<file path="src/hdl/spfm_pkg.sv">
// Shared types and constants for the sensor packet fault monitor.
package spfm_pkg;

  // Number of sensor axes handled per beat
  localparam int unsigned AxisCount = 3;

  // Configuration register indexes
  localparam logic [2:0] REG_MODE_SELECT    = 3'd0;
  localparam logic [2:0] REG_SWITCHOVER     = 3'd1;
  localparam logic [2:0] REG_JERK_LIMIT     = 3'd2;
  localparam logic [2:0] REG_ABS_LIMIT      = 3'd3;
  localparam logic [2:0] REG_PACKET_PERSIST = 3'd4;
  localparam logic [2:0] REG_AXIS_PERSIST   = 3'd5;

  localparam int unsigned CfgIdxBits  = 3;
  localparam int unsigned CfgDataBits = 15;

  // Mode codes
  localparam logic [1:0] MODE_OTHER = 2'd0;
  localparam logic [1:0] MODE_11_44 = 2'd1;
  localparam logic [1:0] MODE_33    = 2'd2;

  // Register reset values
  localparam logic [1:0]  MODE_SELECT_RST    = MODE_11_44;
  localparam logic        SWITCHOVER_RST     = 1'b0;
  localparam logic [14:0] JERK_LIMIT_RST     = 15'd801;
  localparam logic [14:0] ABS_LIMIT_RST      = 15'd10240;
  localparam logic [7:0]  PACKET_PERSIST_RST = 8'd20;
  localparam logic [7:0]  AXIS_PERSIST_RST   = 8'd10;

  // Overall status bits
  localparam logic [11:0] PKT_ALL_FAIL = 12'h0DE0;
  localparam logic [AxisCount-1:0][11:0] AXIS_STATUS_BIT = {12'h0800, 12'h0400, 12'h0100};

  // Saturation point of the persistence counters
  localparam logic [7:0] COUNT_MAX = 8'hFF;

  typedef struct packed {
    logic [1:0]  mode_select;
    logic        switchover;
    logic [14:0] jerk_limit;
    logic [14:0] abs_limit;
    logic [7:0]  packet_persist;
    logic [7:0]  axis_persist;
  } cfg_t;

  // Per-beat control into one axis
  typedef struct packed {
    logic m1;
    logic m2;
    logic bad;
    logic hold_abs;
  } axis_ctl_t;

  // Per-beat status out of one axis
  typedef struct packed {
    logic rate_fail;
    logic abs_over;
    logic abs_latch;
    logic subst;
    logic persist_hit;
  } axis_stat_t;

endpackage

</file>
<file path="src/hdl/spfm_if.sv">
// Stream interfaces for sensor beats in and result beats out.
interface spfm_in_if #(
  parameter int unsigned SAMPLE_BITS = 16
);
  logic                   valid;
  logic                   ready;
  logic                   timeout_seen;
  logic                   header_ok;
  logic                   checksum_ok;
  logic                   payload_ok;
  logic [SAMPLE_BITS-1:0] sample_x;
  logic [SAMPLE_BITS-1:0] sample_y;
  logic [SAMPLE_BITS-1:0] sample_z;

  modport source (output valid, timeout_seen, header_ok, checksum_ok, payload_ok,
                  sample_x, sample_y, sample_z, input ready);
  modport sink (input valid, timeout_seen, header_ok, checksum_ok, payload_ok,
                sample_x, sample_y, sample_z, output ready);
endinterface

interface spfm_out_if #(
  parameter int unsigned SAMPLE_BITS = 16
);
  logic                   valid;
  logic                   ready;
  logic [SAMPLE_BITS-1:0] used_x;
  logic [SAMPLE_BITS-1:0] used_y;
  logic [SAMPLE_BITS-1:0] used_z;
  logic                   packet_fail;
  logic [6:0]             inter_status;
  logic [11:0]            fault_status;
  logic                   sticky_flag;
  logic [2:0]             sys1_fail_bits;
  logic [2:0]             sys2_fail_bits;
  logic [2:0]             rate_fail_bits;
  logic [2:0]             abs_fail_bits;

  modport source (output valid, used_x, used_y, used_z, packet_fail, inter_status,
                  fault_status, sticky_flag, sys1_fail_bits, sys2_fail_bits,
                  rate_fail_bits, abs_fail_bits, input ready);
  modport sink (input valid, used_x, used_y, used_z, packet_fail, inter_status,
                fault_status, sticky_flag, sys1_fail_bits, sys2_fail_bits,
                rate_fail_bits, abs_fail_bits, output ready);
endinterface

</file>
<file path="src/hdl/sensor_packet_fault_monitor.sv">
// Top level of the sensor packet fault monitor: packet checks, axes, result register.
//
// One sensor beat is accepted per clock cycle and its result beat appears in the
// output register on the next cycle. All checks for a beat are done in one pass of
// logic between the input port and that register, with the monitor state updated
// at the same edge, so beats may follow each other every cycle. Input ready is held
// low only while the result register is full and the sink is not taking it.
// Configuration writes take effect at the edge of the write enable.
module sensor_packet_fault_monitor #(
  parameter int unsigned SAMPLE_BITS = 16
) (
  input  logic                                  clk_i,
  input  logic                                  rst_ni,
  input  logic                                  cfg_we_i,
  input  logic [spfm_pkg::CfgIdxBits-1:0]       cfg_idx_i,
  input  logic [spfm_pkg::CfgDataBits-1:0]      cfg_wdata_i,
  spfm_in_if.sink                               in_i,
  spfm_out_if.source                            out_o
);

  localparam int unsigned NA = spfm_pkg::AxisCount;

  spfm_pkg::cfg_t cfg_q;

  logic [7:0]    pkt_cnt_q, pkt_cnt_d, pkt_inc;
  logic [11:0]   overall_q, overall_d;
  logic [NA-1:0] sys1_q, sys1_d, sys2_q, sys2_d;
  logic          subst_q, subst_d;

  logic          step, m1, m2, bad, pkt_hit;
  logic [SAMPLE_BITS-1:0] smp  [NA];
  logic [SAMPLE_BITS-1:0] used [NA];
  spfm_pkg::axis_stat_t   stat [NA];
  logic [NA-1:0] rate_bits, abs_over_bits, latch_bits, subst_bits, hit_bits;
  logic [11:0]   axis_status;

  logic                   out_valid_q;
  logic [SAMPLE_BITS-1:0] used_x_q, used_y_q, used_z_q;
  logic                   pkt_fail_q;
  logic [6:0]             inter_q;
  logic [NA-1:0]          rate_q, abs_q;

  // Hold the configuration registers
  always_ff @(posedge clk_i or negedge rst_ni) begin
    if (!rst_ni) begin
      cfg_q.mode_select    <= spfm_pkg::MODE_SELECT_RST;
      cfg_q.switchover     <= spfm_pkg::SWITCHOVER_RST;
      cfg_q.jerk_limit     <= spfm_pkg::JERK_LIMIT_RST;
      cfg_q.abs_limit      <= spfm_pkg::ABS_LIMIT_RST;
      cfg_q.packet_persist <= spfm_pkg::PACKET_PERSIST_RST;
      cfg_q.axis_persist   <= spfm_pkg::AXIS_PERSIST_RST;
    end else if (cfg_we_i) begin
      case (cfg_idx_i)
        spfm_pkg::REG_MODE_SELECT:    cfg_q.mode_select    <= cfg_wdata_i[1:0];
        spfm_pkg::REG_SWITCHOVER:     cfg_q.switchover     <= cfg_wdata_i[0];
        spfm_pkg::REG_JERK_LIMIT:     cfg_q.jerk_limit     <= cfg_wdata_i[14:0];
        spfm_pkg::REG_ABS_LIMIT:      cfg_q.abs_limit      <= cfg_wdata_i[14:0];
        spfm_pkg::REG_PACKET_PERSIST: cfg_q.packet_persist <= cfg_wdata_i[7:0];
        spfm_pkg::REG_AXIS_PERSIST:   cfg_q.axis_persist   <= cfg_wdata_i[7:0];
        default: ;
      endcase
    end
  end

  // Accept a beat whenever the result register can take its result
  assign in_i.ready = !out_valid_q || out_o.ready;
  assign step       = in_i.valid && in_i.ready;

  // Packet health check
  assign m1  = cfg_q.mode_select == spfm_pkg::MODE_11_44;
  assign m2  = cfg_q.mode_select == spfm_pkg::MODE_33;
  assign bad = (in_i.timeout_seen || !in_i.header_ok || !in_i.checksum_ok ||
                !in_i.payload_ok) && m1;
  assign pkt_inc   = (pkt_cnt_q == spfm_pkg::COUNT_MAX) ? pkt_cnt_q : pkt_cnt_q + 8'd1;
  assign pkt_hit   = bad && (pkt_inc >= cfg_q.packet_persist);
  assign pkt_cnt_d = bad ? pkt_inc :
                     ((pkt_cnt_q < cfg_q.packet_persist) ? 8'd0 : pkt_cnt_q);

  assign smp[0] = in_i.sample_x;
  assign smp[1] = in_i.sample_y;
  assign smp[2] = in_i.sample_z;

  // Per-axis checks
  for (genvar g = 0; g < NA; g++) begin : g_axis
    spfm_pkg::axis_ctl_t ctl;
    assign ctl.m1       = m1;
    assign ctl.m2       = m2;
    assign ctl.bad      = bad;
    assign ctl.hold_abs = (g == 0) ? cfg_q.switchover : 1'b0;

    spfm_axis #(
      .SAMPLE_BITS (SAMPLE_BITS)
    ) u_axis (
      .clk_i    (clk_i),
      .rst_ni   (rst_ni),
      .step_i   (step),
      .cfg_i    (cfg_q),
      .ctl_i    (ctl),
      .sample_i (smp[g]),
      .used_o   (used[g]),
      .stat_o   (stat[g])
    );

    assign rate_bits[g]     = stat[g].rate_fail;
    assign abs_over_bits[g] = stat[g].abs_over;
    assign latch_bits[g]    = stat[g].abs_latch;
    assign subst_bits[g]    = stat[g].subst;
    assign hit_bits[g]      = stat[g].persist_hit;
  end

  // Merge sticky status
  always_comb begin
    axis_status = '0;
    for (int i = 0; i < NA; i++) begin
      if (hit_bits[i]) begin
        axis_status = axis_status | spfm_pkg::AXIS_STATUS_BIT[i];
      end
    end
  end

  assign overall_d = overall_q | axis_status | (pkt_hit ? spfm_pkg::PKT_ALL_FAIL : 12'h000);
  assign sys1_d    = sys1_q | hit_bits | {NA{pkt_hit}};
  assign sys2_d    = sys2_q | {NA{pkt_hit}};
  assign subst_d   = subst_q | bad | (|subst_bits);

  // Commit monitor state on each accepted beat
  always_ff @(posedge clk_i or negedge rst_ni) begin
    if (!rst_ni) begin
      pkt_cnt_q <= '0;
      overall_q <= '0;
      sys1_q    <= '0;
      sys2_q    <= '0;
      subst_q   <= 1'b0;
    end else if (step) begin
      pkt_cnt_q <= pkt_cnt_d;
      overall_q <= overall_d;
      sys1_q    <= sys1_d;
      sys2_q    <= sys2_d;
      subst_q   <= subst_d;
    end
  end

  // Result register valid
  always_ff @(posedge clk_i or negedge rst_ni) begin
    if (!rst_ni) begin
      out_valid_q <= 1'b0;
    end else if (in_i.ready) begin
      out_valid_q <= in_i.valid;
    end
  end

  // Result register payload
  always_ff @(posedge clk_i) begin
    if (step) begin
      used_x_q   <= used[0];
      used_y_q   <= used[1];
      used_z_q   <= used[2];
      pkt_fail_q <= bad;
      inter_q    <= {rate_bits, 1'b0, abs_over_bits};
      rate_q     <= rate_bits;
      abs_q      <= latch_bits;
    end
  end

  assign out_o.valid          = out_valid_q;
  assign out_o.used_x         = used_x_q;
  assign out_o.used_y         = used_y_q;
  assign out_o.used_z         = used_z_q;
  assign out_o.packet_fail    = pkt_fail_q;
  assign out_o.inter_status   = inter_q;
  assign out_o.fault_status   = overall_q;
  assign out_o.sticky_flag    = subst_q;
  assign out_o.sys1_fail_bits = sys1_q;
  assign out_o.sys2_fail_bits = sys2_q;
  assign out_o.rate_fail_bits = rate_q;
  assign out_o.abs_fail_bits  = abs_q;

  // Sticky fail latches never clear
  a_sys1_sticky: assert property (@(posedge clk_i) disable iff (!rst_ni)
    ((sys1_q & $past(sys1_q)) == $past(sys1_q)))
    else $error("system-1 fail latch cleared");

  // System-2 fails only come with all system-1 fails
  a_sys2_implies_sys1: assert property (@(posedge clk_i) disable iff (!rst_ni)
    (sys2_q != '0) |-> (sys1_q == {NA{1'b1}}))
    else $error("system-2 fail without full system-1 fail");

  // A failed packet always shows the substitution flag
  a_pkt_fail_flag: assert property (@(posedge clk_i) disable iff (!rst_ni)
    (out_valid_q && pkt_fail_q) |-> subst_q)
    else $error("packet fail without substitution flag");

  // Axis status bits are backed by their fail latches
  a_axis_status: assert property (@(posedge clk_i) disable iff (!rst_ni)
    (!overall_q[8] || sys1_q[0]) && (!overall_q[10] || sys1_q[1]) &&
    (!overall_q[11] || sys1_q[2]))
    else $error("axis status bit without fail latch");

endmodule

</file>
<file path="src/hdl/spfm_axis.sv">
// One axis: substitution, rate and absolute checks, and persistence counter.
module spfm_axis #(
  parameter int unsigned SAMPLE_BITS = 16
) (
  input  logic                   clk_i,
  input  logic                   rst_ni,
  input  logic                   step_i,
  input  spfm_pkg::cfg_t         cfg_i,
  input  spfm_pkg::axis_ctl_t    ctl_i,
  input  logic [SAMPLE_BITS-1:0] sample_i,
  output logic [SAMPLE_BITS-1:0] used_o,
  output spfm_pkg::axis_stat_t   stat_o
);

  localparam int unsigned CW = ((SAMPLE_BITS + 1) > 15 ? (SAMPLE_BITS + 1) : 15) + 1;

  logic [SAMPLE_BITS-1:0] last_q, last_d;
  logic [7:0]             cnt_q, cnt_d;
  logic                   latch_q, latch_d;

  logic [SAMPLE_BITS-1:0] cand;
  logic signed [CW-1:0]   cur_ext, old_ext, diff, mag, jerk_ext, lim_ext;
  logic                   active, abs_over, subst;
  logic [7:0]             cnt_inc;

  // Take the held sample on a bad packet
  assign cand    = ctl_i.bad ? last_q : sample_i;
  assign cur_ext = CW'($signed(cand));
  assign old_ext = CW'($signed(last_q));
  assign diff    = cur_ext - old_ext;
  assign mag     = (diff < 0) ? -diff : diff;
  assign jerk_ext = CW'($signed({1'b0, cfg_i.jerk_limit}));
  assign lim_ext  = CW'($signed({1'b0, cfg_i.abs_limit}));

  assign active   = ctl_i.m1 || ctl_i.m2;
  assign abs_over = ((cur_ext > lim_ext) || (cur_ext < -lim_ext)) && active;
  assign cnt_inc  = (cnt_q == spfm_pkg::COUNT_MAX) ? cnt_q : cnt_q + 8'd1;

  // Update latch, decide substitution and advance the counter
  always_comb begin
    if (abs_over) begin
      latch_d = ctl_i.hold_abs ? latch_q : 1'b1;
    end else begin
      latch_d = 1'b0;
    end
    subst = latch_d && !ctl_i.bad && active;
    if (subst) begin
      used_o = last_q;
      last_d = last_q;
      cnt_d  = cnt_inc;
    end else begin
      used_o = cand;
      last_d = cand;
      cnt_d  = (cnt_q < cfg_i.axis_persist) ? 8'd0 : cnt_q;
    end
  end

  assign stat_o.rate_fail   = mag > jerk_ext;
  assign stat_o.abs_over    = abs_over;
  assign stat_o.abs_latch   = latch_d;
  assign stat_o.subst       = subst;
  assign stat_o.persist_hit = subst && (cnt_inc >= cfg_i.axis_persist);

  // Commit axis state on each accepted beat
  always_ff @(posedge clk_i or negedge rst_ni) begin
    if (!rst_ni) begin
      last_q  <= '0;
      cnt_q   <= '0;
      latch_q <= 1'b0;
    end else if (step_i) begin
      last_q  <= last_d;
      cnt_q   <= cnt_d;
      latch_q <= latch_d;
    end
  end

endmodule

</file>
<file path="src/flat_wrapper.sv">
// flat-port wrapper written by rule: the top's interface ports become plain ports
module sensor_packet_fault_monitor_flat 
#(
  parameter int unsigned SAMPLE_BITS = 16
)
  (clk_i, rst_ni, cfg_we_i, cfg_idx_i, cfg_wdata_i, in_i_valid, in_i_timeout_seen, in_i_header_ok, in_i_checksum_ok, in_i_payload_ok, in_i_sample_x, in_i_sample_y, in_i_sample_z, in_i_ready, out_o_valid, out_o_used_x, out_o_used_y, out_o_used_z, out_o_packet_fail, out_o_inter_status, out_o_fault_status, out_o_sticky_flag, out_o_sys1_fail_bits, out_o_sys2_fail_bits, out_o_rate_fail_bits, out_o_abs_fail_bits, out_o_ready);
  spfm_in_if #(.SAMPLE_BITS(SAMPLE_BITS)) in_i_i ();
  spfm_out_if #(.SAMPLE_BITS(SAMPLE_BITS)) out_o_i ();
  input  logic clk_i;
  input  logic rst_ni;
  input  logic cfg_we_i;
  input  logic [spfm_pkg::CfgIdxBits-1:0] cfg_idx_i;
  input  logic [spfm_pkg::CfgDataBits-1:0] cfg_wdata_i;
  input wire logic [$bits(in_i_i.valid)-1:0] in_i_valid;
  input wire logic [$bits(in_i_i.timeout_seen)-1:0] in_i_timeout_seen;
  input wire logic [$bits(in_i_i.header_ok)-1:0] in_i_header_ok;
  input wire logic [$bits(in_i_i.checksum_ok)-1:0] in_i_checksum_ok;
  input wire logic [$bits(in_i_i.payload_ok)-1:0] in_i_payload_ok;
  input wire logic [$bits(in_i_i.sample_x)-1:0] in_i_sample_x;
  input wire logic [$bits(in_i_i.sample_y)-1:0] in_i_sample_y;
  input wire logic [$bits(in_i_i.sample_z)-1:0] in_i_sample_z;
  output wire logic [$bits(in_i_i.ready)-1:0] in_i_ready;
  output wire logic [$bits(out_o_i.valid)-1:0] out_o_valid;
  output wire logic [$bits(out_o_i.used_x)-1:0] out_o_used_x;
  output wire logic [$bits(out_o_i.used_y)-1:0] out_o_used_y;
  output wire logic [$bits(out_o_i.used_z)-1:0] out_o_used_z;
  output wire logic [$bits(out_o_i.packet_fail)-1:0] out_o_packet_fail;
  output wire logic [$bits(out_o_i.inter_status)-1:0] out_o_inter_status;
  output wire logic [$bits(out_o_i.fault_status)-1:0] out_o_fault_status;
  output wire logic [$bits(out_o_i.sticky_flag)-1:0] out_o_sticky_flag;
  output wire logic [$bits(out_o_i.sys1_fail_bits)-1:0] out_o_sys1_fail_bits;
  output wire logic [$bits(out_o_i.sys2_fail_bits)-1:0] out_o_sys2_fail_bits;
  output wire logic [$bits(out_o_i.rate_fail_bits)-1:0] out_o_rate_fail_bits;
  output wire logic [$bits(out_o_i.abs_fail_bits)-1:0] out_o_abs_fail_bits;
  input wire logic [$bits(out_o_i.ready)-1:0] out_o_ready;
  assign in_i_i.valid = in_i_valid;
  assign in_i_i.timeout_seen = in_i_timeout_seen;
  assign in_i_i.header_ok = in_i_header_ok;
  assign in_i_i.checksum_ok = in_i_checksum_ok;
  assign in_i_i.payload_ok = in_i_payload_ok;
  assign in_i_i.sample_x = in_i_sample_x;
  assign in_i_i.sample_y = in_i_sample_y;
  assign in_i_i.sample_z = in_i_sample_z;
  assign in_i_ready = in_i_i.ready;
  assign out_o_valid = out_o_i.valid;
  assign out_o_used_x = out_o_i.used_x;
  assign out_o_used_y = out_o_i.used_y;
  assign out_o_used_z = out_o_i.used_z;
  assign out_o_packet_fail = out_o_i.packet_fail;
  assign out_o_inter_status = out_o_i.inter_status;
  assign out_o_fault_status = out_o_i.fault_status;
  assign out_o_sticky_flag = out_o_i.sticky_flag;
  assign out_o_sys1_fail_bits = out_o_i.sys1_fail_bits;
  assign out_o_sys2_fail_bits = out_o_i.sys2_fail_bits;
  assign out_o_rate_fail_bits = out_o_i.rate_fail_bits;
  assign out_o_abs_fail_bits = out_o_i.abs_fail_bits;
  assign out_o_i.ready = out_o_ready;
  sensor_packet_fault_monitor #(.SAMPLE_BITS(SAMPLE_BITS)) u_core (.clk_i(clk_i), .rst_ni(rst_ni), .cfg_we_i(cfg_we_i), .cfg_idx_i(cfg_idx_i), .cfg_wdata_i(cfg_wdata_i), .in_i(in_i_i), .out_o(out_o_i));
endmodule
</file>
<file path="config.mk">
export PLATFORM = sky130hd
export DESIGN_NAME = sensor_packet_fault_monitor_flat
export DESIGN_NICKNAME = d
export VERILOG_FILES = /design/src/hdl/spfm_pkg.sv /design/src/hdl/spfm_if.sv /design/src/hdl/sensor_packet_fault_monitor.sv /design/src/hdl/spfm_axis.sv /design/src/flat_wrapper.sv
export SDC_FILE = /design/constraint.sdc
export NUM_CORES = 1
export LEC_CHECK = 0
export ABC_CLOCK_PERIOD_IN_PS = 6640
export BUFFER_PORTS_ARGS = -buffer_cell sky130_fd_sc_hd__clkbuf_2
export CELL_PAD_IN_SITES_DETAIL_PLACEMENT = 1
export CELL_PAD_IN_SITES_GLOBAL_PLACEMENT = 1
export CORE_UTILIZATION = 40
export CTS_CLUSTER_SIZE = 12
export DETAILED_ROUTE_END_ITERATION = 6
export PLACE_DENSITY_LB_ADDON = 0.2
export SLEW_MARGIN = 5
export SYNTH_ARGS = -nofsm -noshare
export SYNTH_HDL_FRONTEND = slang
export SYNTH_HIERARCHICAL = 1
export SYNTH_SLANG_ARGS = --single-unit
</file>
<file path="constraint.sdc">
create_clock -name clk_i -period 6.64 [get_ports clk_i]
set_input_delay 0.664 -clock clk_i [delete_from_list [all_inputs] [get_ports clk_i]]
set_output_delay 0.664 -clock clk_i [all_outputs]
set_load 0.05 [all_outputs]
</file>
[Yosys cells after proc, flatten, opt, wreduce, memory -nomap -nowiden]
Cells that the tools add are included.
Widths: inputs -> output; s select.
Word-level totals
  register bits: 211
  input port bits: 75
  output and inout port bits: 83
  word-level logic and storage cells: 148
Operators by class
  add/sub/neg operators: 11
  magnitude comparators: 20
  equal/unequal tests: 11
  muxes and demuxes: 29
  bitwise operators: 7
  reductions and logical operators: 44
Operator list (number)
  $mux 16: 6
  $mux 8: 12
  $gt 18x16->1: 3
  $lt 16x18->1: 3
  $mux 18: 3
  $neg 17->18: 3
  $lt 17x1->1 const B: 3
  $sub 16x16->17: 3
  $gt 16x16->1: 3
  $add 8x1->8 const B: 4
  $eq 8x8->1 const B: 4
  $ge 8x8->1: 4
  $lt 8x8->1: 4
  $mux 12: 2
  $or 12x12->12: 2
  $reduce_and 2->1: 10
  $neg 15->18: 1
  $logic_and 1x1->1: 15
  $mux 11: 1
  $mux 9: 1
  $or 3x3->3: 3
  $logic_or 1x1->1: 8
  $reduce_bool 2->1: 4
  $eq 3x2->1 const B: 2
  other kinds (9): 18

[Logic depth before layout (Yosys ltp)]
Gate-level depths: netlist of the first run.
  depth after elaboration: 18
  depth in mapped cells: 25
  gate-level depth less buffers: 22

[By module]
Netlist of the first run, hierarchy kept.
By module, submodules not included
  sensor_packet_fault_monitor: instances 1, cells an instance 348, area an instance 5118.7 um^2, seq. area each 3532.1 um^2
  spfm_axis at u_core.g_axis[1].u_axis: instances 1, cells an instance 562, area an instance 4648.2 um^2, seq. area each 625.6 um^2
  spfm_axis at u_core.g_axis[0].u_axis: instances 1, cells an instance 569, area an instance 4521.8 um^2, seq. area each 625.6 um^2
  spfm_axis at u_core.g_axis[2].u_axis: instances 1, cells an instance 544, area an instance 4357.9 um^2, seq. area each 625.6 um^2

[Worst setup path after synthesis of the first run]
No wires, ideal clock.
  path kind: register -> register
  start point: register u_core/cfg_q[47] in the netlist's numbering
  end point: register u_core.rate_q[2], in the netlist u_core/out_o.rate_fail_bits[2] (data pin)
  setup time: 0.261 ns
  data arrival time: 5.686 ns
  data required time: 6.379 ns
  path slack: 0.693 ns
  stages on the path, launching flop included: 23
  path buffers: 2
  clock period less this slack: 5.947 ns
  cells stage by stage: dfstp_2 -> nor2b_1 -> and2_1 -> clkbuf_1 -> buf_1 -> mux2_2 -> ha_1 -> nor2b_1 -> o2111a_2 -> or3_1 -> and2_1 -> or4_4 -> or4b_4 -> nor3_2 -> nand2b_1 -> xor2_1 -> ha_1 -> a21o_1 -> a21oi_1 -> o21ai_0 -> a21oi_1 -> nor2_1 -> a311o_1
On the way
  word-level cells in the longest chain between the ends: 7
  elaborated cells between the ends (all ways): 8
  classes of those cells: add/sub (2); order compare (2); eq/ne (1); mux (2); reduce/logical (1)
Ends and longest elaborated chain
  start, declared: RTL line sensor_packet_fault_monitor.sv:23  | spfm_pkg::cfg_t cfg_q;
  $eq 2x1->1 *: RTL line sensor_packet_fault_monitor.sv:70  | assign m1 = cfg_q.mode_select == spfm_pkg::MODE_11_44;
  net u_core.m1: RTL line sensor_packet_fault_monitor.sv:30  | logic step, m1, m2, bad, pkt_hit;
  $logic_and 1x1->1 *: RTL line sensor_packet_fault_monitor.sv:73  | !in_i.payload_ok) && m1;
  net u_core.bad: RTL line sensor_packet_fault_monitor.sv:30
  $mux 16 *: RTL line spfm_axis.sv:27  | assign cand = ctl_i.bad ? last_q : sample_i;
  $sub 16x16->17 *: RTL line spfm_axis.sv:30  | assign diff = cur_ext - old_ext;
  $neg 17->18 or $lt 17x1->1 (tied branches): RTL line spfm_axis.sv:31  | assign mag = (diff < 0) ? -diff : diff;
  $mux 18 *: RTL line spfm_axis.sv:31
  $gt 18x16->1 *: RTL line spfm_axis.sv:58  | assign stat_o.rate_fail = mag > jerk_ext;
  net u_core.rate_bits[2]: RTL line sensor_packet_fault_monitor.sv:34  | logic [NA-1:0] rate_bits, abs_over_bits, latch_bits, subst_bits, hit_bits;
  end signal, assigned: RTL line sensor_packet_fault_monitor.sv:160  | rate_q <= rate_bits;
  end, declared: RTL line sensor_packet_fault_monitor.sv:41  | logic [NA-1:0] rate_q, abs_q;
The timed path passes the listed nets; every way through them passes the cells marked *.
A chain may end at the register's enable or synchronous reset.

[Worst setup path in the final report of the first run]
Ends and elaborated chain as after synthesis.

==> results of run 1 <==
-- state kept, by name (all words and copies together), names as in the netlist, 3 cells and up --
signal / cells
u_core/cfg_q: 49
u_core/g_axis.u_axis/last_q: 48
u_core/g_axis.u_axis/cnt_q: 24
u_core/out_o.used_x: 16
u_core/out_o.used_y: 16
u_core/out_o.used_z: 16
u_core/pkt_cnt_q: 8
u_core/out_o.fault_status: 6
u_core/g_axis.u_axis/latch_q: 3
u_core/out_o.abs_fail_bits: 3
u_core/out_o.inter_status: 3
u_core/out_o.rate_fail_bits: 3
u_core/out_o.sys1_fail_bits: 3
u_core/out_o.sys2_fail_bits: 3
-- placed cells by master, fill, tap and decap left out, types with 9 or more instances in the layout --
cell and instances:
inv_1 203, mux2i_1 16, conb_1 9, a21oi_1 140, ha_1 259, clkbuf_1 10
o21a_1 28, nand3_1 56, a32o_1 10, dfrtp_1 135, a21o_1 53, mux2_2 148
nor4_1 24, and3_1 22, o31ai_1 13, clkbuf_16 27, xor2_1 33, a31oi_1 16
buf_4 25, nand2b_1 27, nor3_1 45, nor2_1 150, o211ai_1 16, dfstp_2 11
nand2_1 95, or2_2 11, and2_1 12, o21ai_0 70, nand4_1 32, a211oi_1 14
clkbuf_2 149, xnor2_1 79, edfxtp_1 58, nor2b_1 38
-- area by class of cell --
cell class / count / share of cell area
clock buffers: 42 / 0.0375
clock inverters: 6 / 0.00312
diodes: 2 / 0.000240
inverters: 203 / 0.0365
multi-input cells: 1561 / 0.582
well taps: 600 / 0.0360
repair buffers: 175 / 0.0453
flip-flops and latches: 204 / 0.259
-- cell usage after synthesis, types with 18 or more instances --
cell type and instances:
nor2b_1 38, nand2_1 95, o21a_1 28, xnor2_1 79
dfrtp_1 135, mux2_2 148, xor2_1 33, edfxtp_1 58
buf_4 23, inv_1 203, nor3_1 45, o21ai_0 70
ha_1 259, and3_1 22, a21o_1 53, nand3_1 56
nand4_1 32, nor2_1 150, a21oi_1 140, clkbuf_1 18
nand2b_1 27, nor4_1 24
-- per-stage QoR --
step / cells / cell area [µm²] / total power [mW]
6_report: 2793 / 20900 / 10.9
5_1_grt: 2792 / 20900 / 11.9
4_1_cts: 2791 / 20900 / 10.9
3_5_place_dp: 2743 / 20000 / 9.40
3_3_place_gp: 2743 / 20000 / 9.10
2_1_floorplan: 2031 / 18700 / 7.47
-- worst reg2reg max path, delay by kind of cell (launching register included) --
kind                     cells  cell delay (ps)
AND/OR/NAND/NOR              9             2550
buffers and inverters        1              370
flip-flops                   1              540
XOR/XNOR                     2              530
multiplexers                 1              450
AO/OA/AOI/OAI                3              710
adder cells (fa/ha/maj)      2              820
-- routing by layer --
metal  part of all wire  routed length [µm]  up-vias  global-route usage
met3              0.039                2280       85              0.0318
met4              0.028                1600        4              0.0760
li1                   -                   -     7616                   -
met1               0.46               26400     7828               0.317
met5            0.00042                  24        -                   0
met2               0.47               27300      283               0.410
-- report_power, final --
part           switching [mW]  leakage (nW)  internal, mW
clock network           0.592         0.415         0.841
registers               0.311          2.34          1.67
logic                    4.51          7.09          2.98
-- worst min path at each step --
| stage | from | endpoint | slack [ps] | depth (start not counted) |
|---|---|---|---|---|
| 3_5_place_dp | u_core/out_o.sys2_fail_bits[1]$_DFFE_PN0P_ | u_core/out_o.sys2_fail_bits[1]$_DFFE_PN0P_ | 460 | 1 |
| 6_report | rst_ni | u_core/g_axis[2].u_axis/last_q[15]$_DFFE_PN0P_ | 70 | 1 |
| 3_3_place_gp | u_core/out_o.sys2_fail_bits[0]$_DFFE_PN0P_ | u_core/out_o.sys2_fail_bits[0]$_DFFE_PN0P_ | 450 | 1 |
| 5_1_grt | rst_ni | u_core/g_axis[2].u_axis/last_q[15]$_DFFE_PN0P_ | 100 | 1 |
| 2_1_floorplan | rst_ni | u_core/cfg_q[0]$_DFFE_PN0P_ | 370 | 0 |
| 4_1_cts | rst_ni | u_core/g_axis[2].u_axis/last_q[15]$_DFFE_PN0P_ | 80 | 1 |
-- kinds of logic (layout without fill, tap and decap cells) --
family	Yosys count	count (layout)	share of synthesized area
adders and majority gates	262	262	0.177
buffers and inverters	266	426	0.0606
xor gates and xnor gates	112	112	0.0526
DFF	204	204	0.290
AOI/OAI and AO/OA	445	445	0.161
and+or+nand+nor	560	560	0.155
other	1	11	0.000201
muxes	173	173	0.104
==> results.yml, run 1 <==
outcome:
  status: "completed"
logic_synthesis:
  synth.top_cells.by_area: "dfrtp_1, ha_1, edfxtp_1"
  synth.largest_area_cell: "dfrtp_1"
  synth_top_area_share: 0.181
  ys_seq_area_frac: 0.290
  syn_area_per_cell_um2: 9.22
  ys_ff_latch: 204
  synth-edff-count: 58
  netlist_instances: 2023
  synth_flop_cell: "dfrtp_1"
  yosys_warnings: 6
  synth_area_mm2: 0.0186
  async_reset_ff_frac: 0.716
  synthDistinctLibCells: 103
clocking:
  clk_path_buf_depth: 3
  clkLatencyLatePin_ps: 570
  h-tree-depth: 1
  cts_sinks: 204
  cts_root_buf: "clkbuf_16"
  cts.clk_slew.worst_paths_ps: 60
  cts_resized: 0
  cts_tree: "built"
  postCtsSetupBuffers: 0
  holdBufCountCts: 0
  cts_made_buffers: 26
placed_design:
  dp_hpwl_mm: 45.5
  pre_cts_ws_ps: 366
  place_congestion: 0.904
  placement.io_buffers: 150
sta:
  fin_setup_tns_ps: 0
  worst_slack_ps: 401
  whs_ps: 69.9
  max_slew_margin: 0.323
  slew_viol_final: 0
  finalCriticalPeriod_ps: 6240
  finalSetupViolCount: 0
  clock_skew_ps: 16.0
  rsz0062_at_grt: "false"
  hold_viol_final: 0
  tightest_slew_ps: 1010
  finalCritPeriodShare: 0.940
  max_freq_mhz: 160
grt:
  grt_pass1_wl_mm: 90.9
  antenna_found_initial: 3
  grt_max_degree: 56
  grtUsageTotal: 0.242
  grt_overflow: 0
  grt_pass1_vias: 16730
worst_setup_path:
  cp_cell_sequence: "nor2b_1, and2_2, buf_4, mux2_2, ha_1, nand3_1, a211oi_1, nor3_1, xor2_1, nand4b_1, nor4_1, a21oi_1, xnor2_1, ha_1, nand4_1, nor4_1, nor2_1, a311o_1"
  path_delay_family: "simple AND/OR/NAND/NOR gates"
  worst-setup-path-type: "reg2reg"
  crit_start: "u_core/cfg_q[47]$_DFFE_PN1P_"
  slowest_stage: "and2_2"
  path_buf_inv: 1
  path_max_fanout: 22
  r2r_slack_ps: 400
  timing.rr.end: "u_core/out_o.rate_fail_bits[2]$_DFFE_PP_"
  r2r_start: "u_core/cfg_q[47]$_DFFE_PN1P_"
  critPathArrivalTime_ps: 6550
  worstSetupPathDepth: 18
  critPathCapture: "u_core/out_o.rate_fail_bits[2]$_DFFE_PP_"
  critPathLaunchType: "flop"
  required_ps: 6950
  slowest_delay_ps: 720
  worst-r2r-cell-count: 18
  end_kind: "flop"
power:
  irDropWorstVdd_mv: 0.185
  leakage_nw: 9.85
  power_density_mw_per_mm2: 522
detailed_routing:
  avgRoutedWirePerCell_um: 20.6
  vias: 15816
  drt-total-wl_mm: 57.6
  drt-pass1-iter-count: 5
  drc_errors: 0
  ant_nets: 0
  drt_iter0_markers: 821
  vias_per_cell: 5.66
floorplan:
  die_w_um: 218
  start_util: 0.408
  dieArea_mm2: 0.0475
  floorplan.rows: 78
  io_pins: 158
  core-area_mm2: 0.0457
  chipHeight_um: 218
finish:
  area_growth_pct: 11.9
  regArea_mm2: 0.00541
  final_core_util: 0.457
  multi_input_area_mm2: 0.0121
  fill_cells: 5329
  drive_gt1_frac: 0.190
  nets: 2508
flow_run:
  drv_cap: 0
worst_hold_path:
  holdCritPathClass: "in2async"
Note: power is estimated with default switching activity, not from simulation.
==> run 2, diff against run 1 <==
ABC_AREA = 1   (was not set)
==> run 2 against run 1 <==
Non-clock buffer count is 15 lower. Clock-buffer cell count is 8 lower. Flip-flop and latch count stayed put. Synthesized cell count is 47% higher. Utilization is 0.11 points lower. Global-route usage is 3.0 points higher. Clock power is 13% higher. Critical path depth is 13 higher. Largest power group unchanged. Highest routed layer is now met4.
==> results.yml, run 2 <==
outcome:
  status: "completed"
logic_synthesis:
  syn_area_per_cell_um2: 6.75
  synth_top_area_share: 0.178
  async_reset_ff_frac: 0.716
  synthAdderAreaFrac: 0.164
  synthMostInstantiatedCell: "nand2_1"
  synth_mux_area_frac: 0.00106
  synth_xor_area_frac: 0.0370
  netlist_instances: 2983
  synth_top_family_by_area: "simple AND/OR/NAND/NOR gates"
  ys_seq_area_frac: 0.269
  synth.top_cells.by_area: "nand2_1, dfrtp_1, ha_1"
  synthDistinctLibCells: 54
  yosys_warnings: 6
  synth_flop_cell: "dfrtp_1"
  ys_ff_latch: 204
  synth-edff-count: 58
  synth-compound-area-share: 0.0969
  synth_simple_gate_area_share: 0.316
  synth.largest_area_cell: "nand2_1"
  synth_commonest_cells: "nand2_1, inv_1, ha_1, nand3_1, nor2_1"
  synth_area_mm2: 0.0201
worst_setup_path:
  critPathLaunchType: "flop"
  crit_path_frequent_cell: "nand2_1"
  r2r_start: "u_core/cfg_q[47]$_DFFE_PN1P_"
  critPathArrivalTime_ps: 6100
  r2r_slack_ps: 880
  timing.rr.end: "u_core/out_o.rate_fail_bits[2]$_DFFE_PP_"
  worst-setup-path-type: "reg2reg"
  path_buf_inv: 6
  path_delay_family: "simple AND/OR/NAND/NOR gates"
  worstSetupPathDepth: 31
  slowest_stage: "dfstp_2"
  path_max_fanout: 36
  worst-r2r-cell-count: 31
  crit_start: "u_core/cfg_q[47]$_DFFE_PN1P_"
  end_kind: "flop"
  required_ps: 6980
  slowest_delay_ps: 540
sta:
  max_slew_margin: 0.278
  max_freq_mhz: 173
  hold_viol_final: 0
  fin_setup_tns_ps: 0
  finalCritPeriodShare: 0.868
  finalCriticalPeriod_ps: 5760
  finalSetupViolCount: 0
  clock_skew_ps: 34.6
  rsz0062_at_grt: "false"
  slew_viol_final: 0
  tightest_slew_ps: 1080
flow_run:
  drv_cap: 0
finish:
  fin_area_mm2: 0.0224
  largest_register: "u_core/cfg_q"
  nets: 3454
  diodes: 0
  layout_commonest_cell: "nand2_1"
  largestRegisters: "u_core/cfg_q: 49 flops, u_core/g_axis.u_axis/last_q: 48 flops, u_core/g_axis.u_axis/cnt_q: 24 flops"
  largest_register_ffs: 49
  mostFrequentLayoutCells: "nand2_1, inv_1, ha_1, nand3_1, nor2_1"
  final_core_util: 0.456
  drive_gt1_frac: 0.0870
  area_growth_pct: 11.5
detailed_routing:
  vias_per_cell: 5.19
  ant_nets: 0
  drc_errors: 0
  avgRoutedWirePerCell_um: 18.0
  vias: 19726
  drt-total-wl_mm: 68.5
  drt-pass1-iter-count: 5
  drt_iter0_markers: 951
clocking:
  clkLatencyLatePin_ps: 600
  cts_tree: "built"
  cts_resized: 0
  cts_made_buffers: 28
  cts.clk_slew.worst_paths_ps: 60
  holdBufCountCts: 0
  h-tree-depth: 1
  postCtsSetupBuffers: 0
  cts_root_buf: "clkbuf_16"
  cts_sinks: 204
  clk_path_buf_depth: 3
placed_design:
  placed_area_mm2: 0.0215
  dp_hpwl_mm: 54.8
  placement.io_buffers: 150
  place_congestion: 0.910
grt:
  grt_overflow: 0
  grt_max_degree: 53
  antenna_found_initial: 0
  grtUsageTotal: 0.273
  grt_pass1_wl_mm: 111
  grt_pass1_vias: 21118
floorplan:
  core-area_mm2: 0.0493
  floorplan.rows: 81
  chipHeight_um: 226
  die_w_um: 226
  dieArea_mm2: 0.0512
  start_util: 0.409
  io_pins: 158
power:
  leakage_nw: 12.3
  power_density_mw_per_mm2: 424
  irDropWorstVdd_mv: 0.255
worst_hold_path:
  holdCritPathClass: "in2async"
run 2: metal layers:
layer	vias to the layer above	global-route usage	part of all wire
met3	90	0.0277	0.029
met1	9553	0.341	0.45
li1	9784	-	-
met4	0	0.0739	0.027
met2	299	0.494	0.49
met5	-	0	0
run 2: worst max-delay path by stage:
stage                                               end  slack (ps)
2_1_floorplan  u_core/out_o.rate_fail_bits[0]$_DFFE_PP_        1980
3_3_place_gp   u_core/out_o.rate_fail_bits[0]$_DFFE_PP_        1130
3_5_place_dp   u_core/out_o.rate_fail_bits[0]$_DFFE_PP_         940
4_1_cts        u_core/out_o.rate_fail_bits[2]$_DFFE_PP_         920
5_1_grt        u_core/out_o.rate_fail_bits[0]$_DFFE_PP_         360
6_report       u_core/out_o.rate_fail_bits[2]$_DFFE_PP_         880
run 2: logic make-up (layout without fill, tap and decap cells):
group           Yosys count  in the layout
xor+xnor                 85             85
mux                       2              2
buf+inv                 589            737
other cells               1              9
simple gates           1499           1499
fa+ha+maj               262            262
flops                   204            204
compound gates          341            341
run 2: final cells by class:
class	count	area (µm²)
inverters	525	1970
clock inverters	18	214
repair buffers	160	832
multi-input cells	2198	12400
fillers	6556	26800
well taps	664	831
flip-flops and latches	204	5410
clock buffers	34	774
run 2: power breakdown:
group / internal (mW) / switching, mW / leakage [nW]
Clock: 0.955 / 0.670 / 0.474
Sequential: 1.57 / 0.263 / 2.34
Combinational: 2.05 / 4.02 / 9.49
Total: 4.57 / 4.95 / 12.3
run 2: per-stage QoR:
step | total power [mW] | hold slack, ps | setup slack (ps) | cells
3_3_place_gp | 7.54 | 445 | 1130 | 3751
5_1_grt | 10.5 | 94.9 | 362 | 3803
2_1_floorplan | 6.22 | 368 | 1980 | 2991
3_5_place_dp | 7.85 | 459 | 942 | 3751
6_report | 9.52 | 79.4 | 876 | 3803
4_1_cts | 9.56 | 68.5 | 923 | 3803
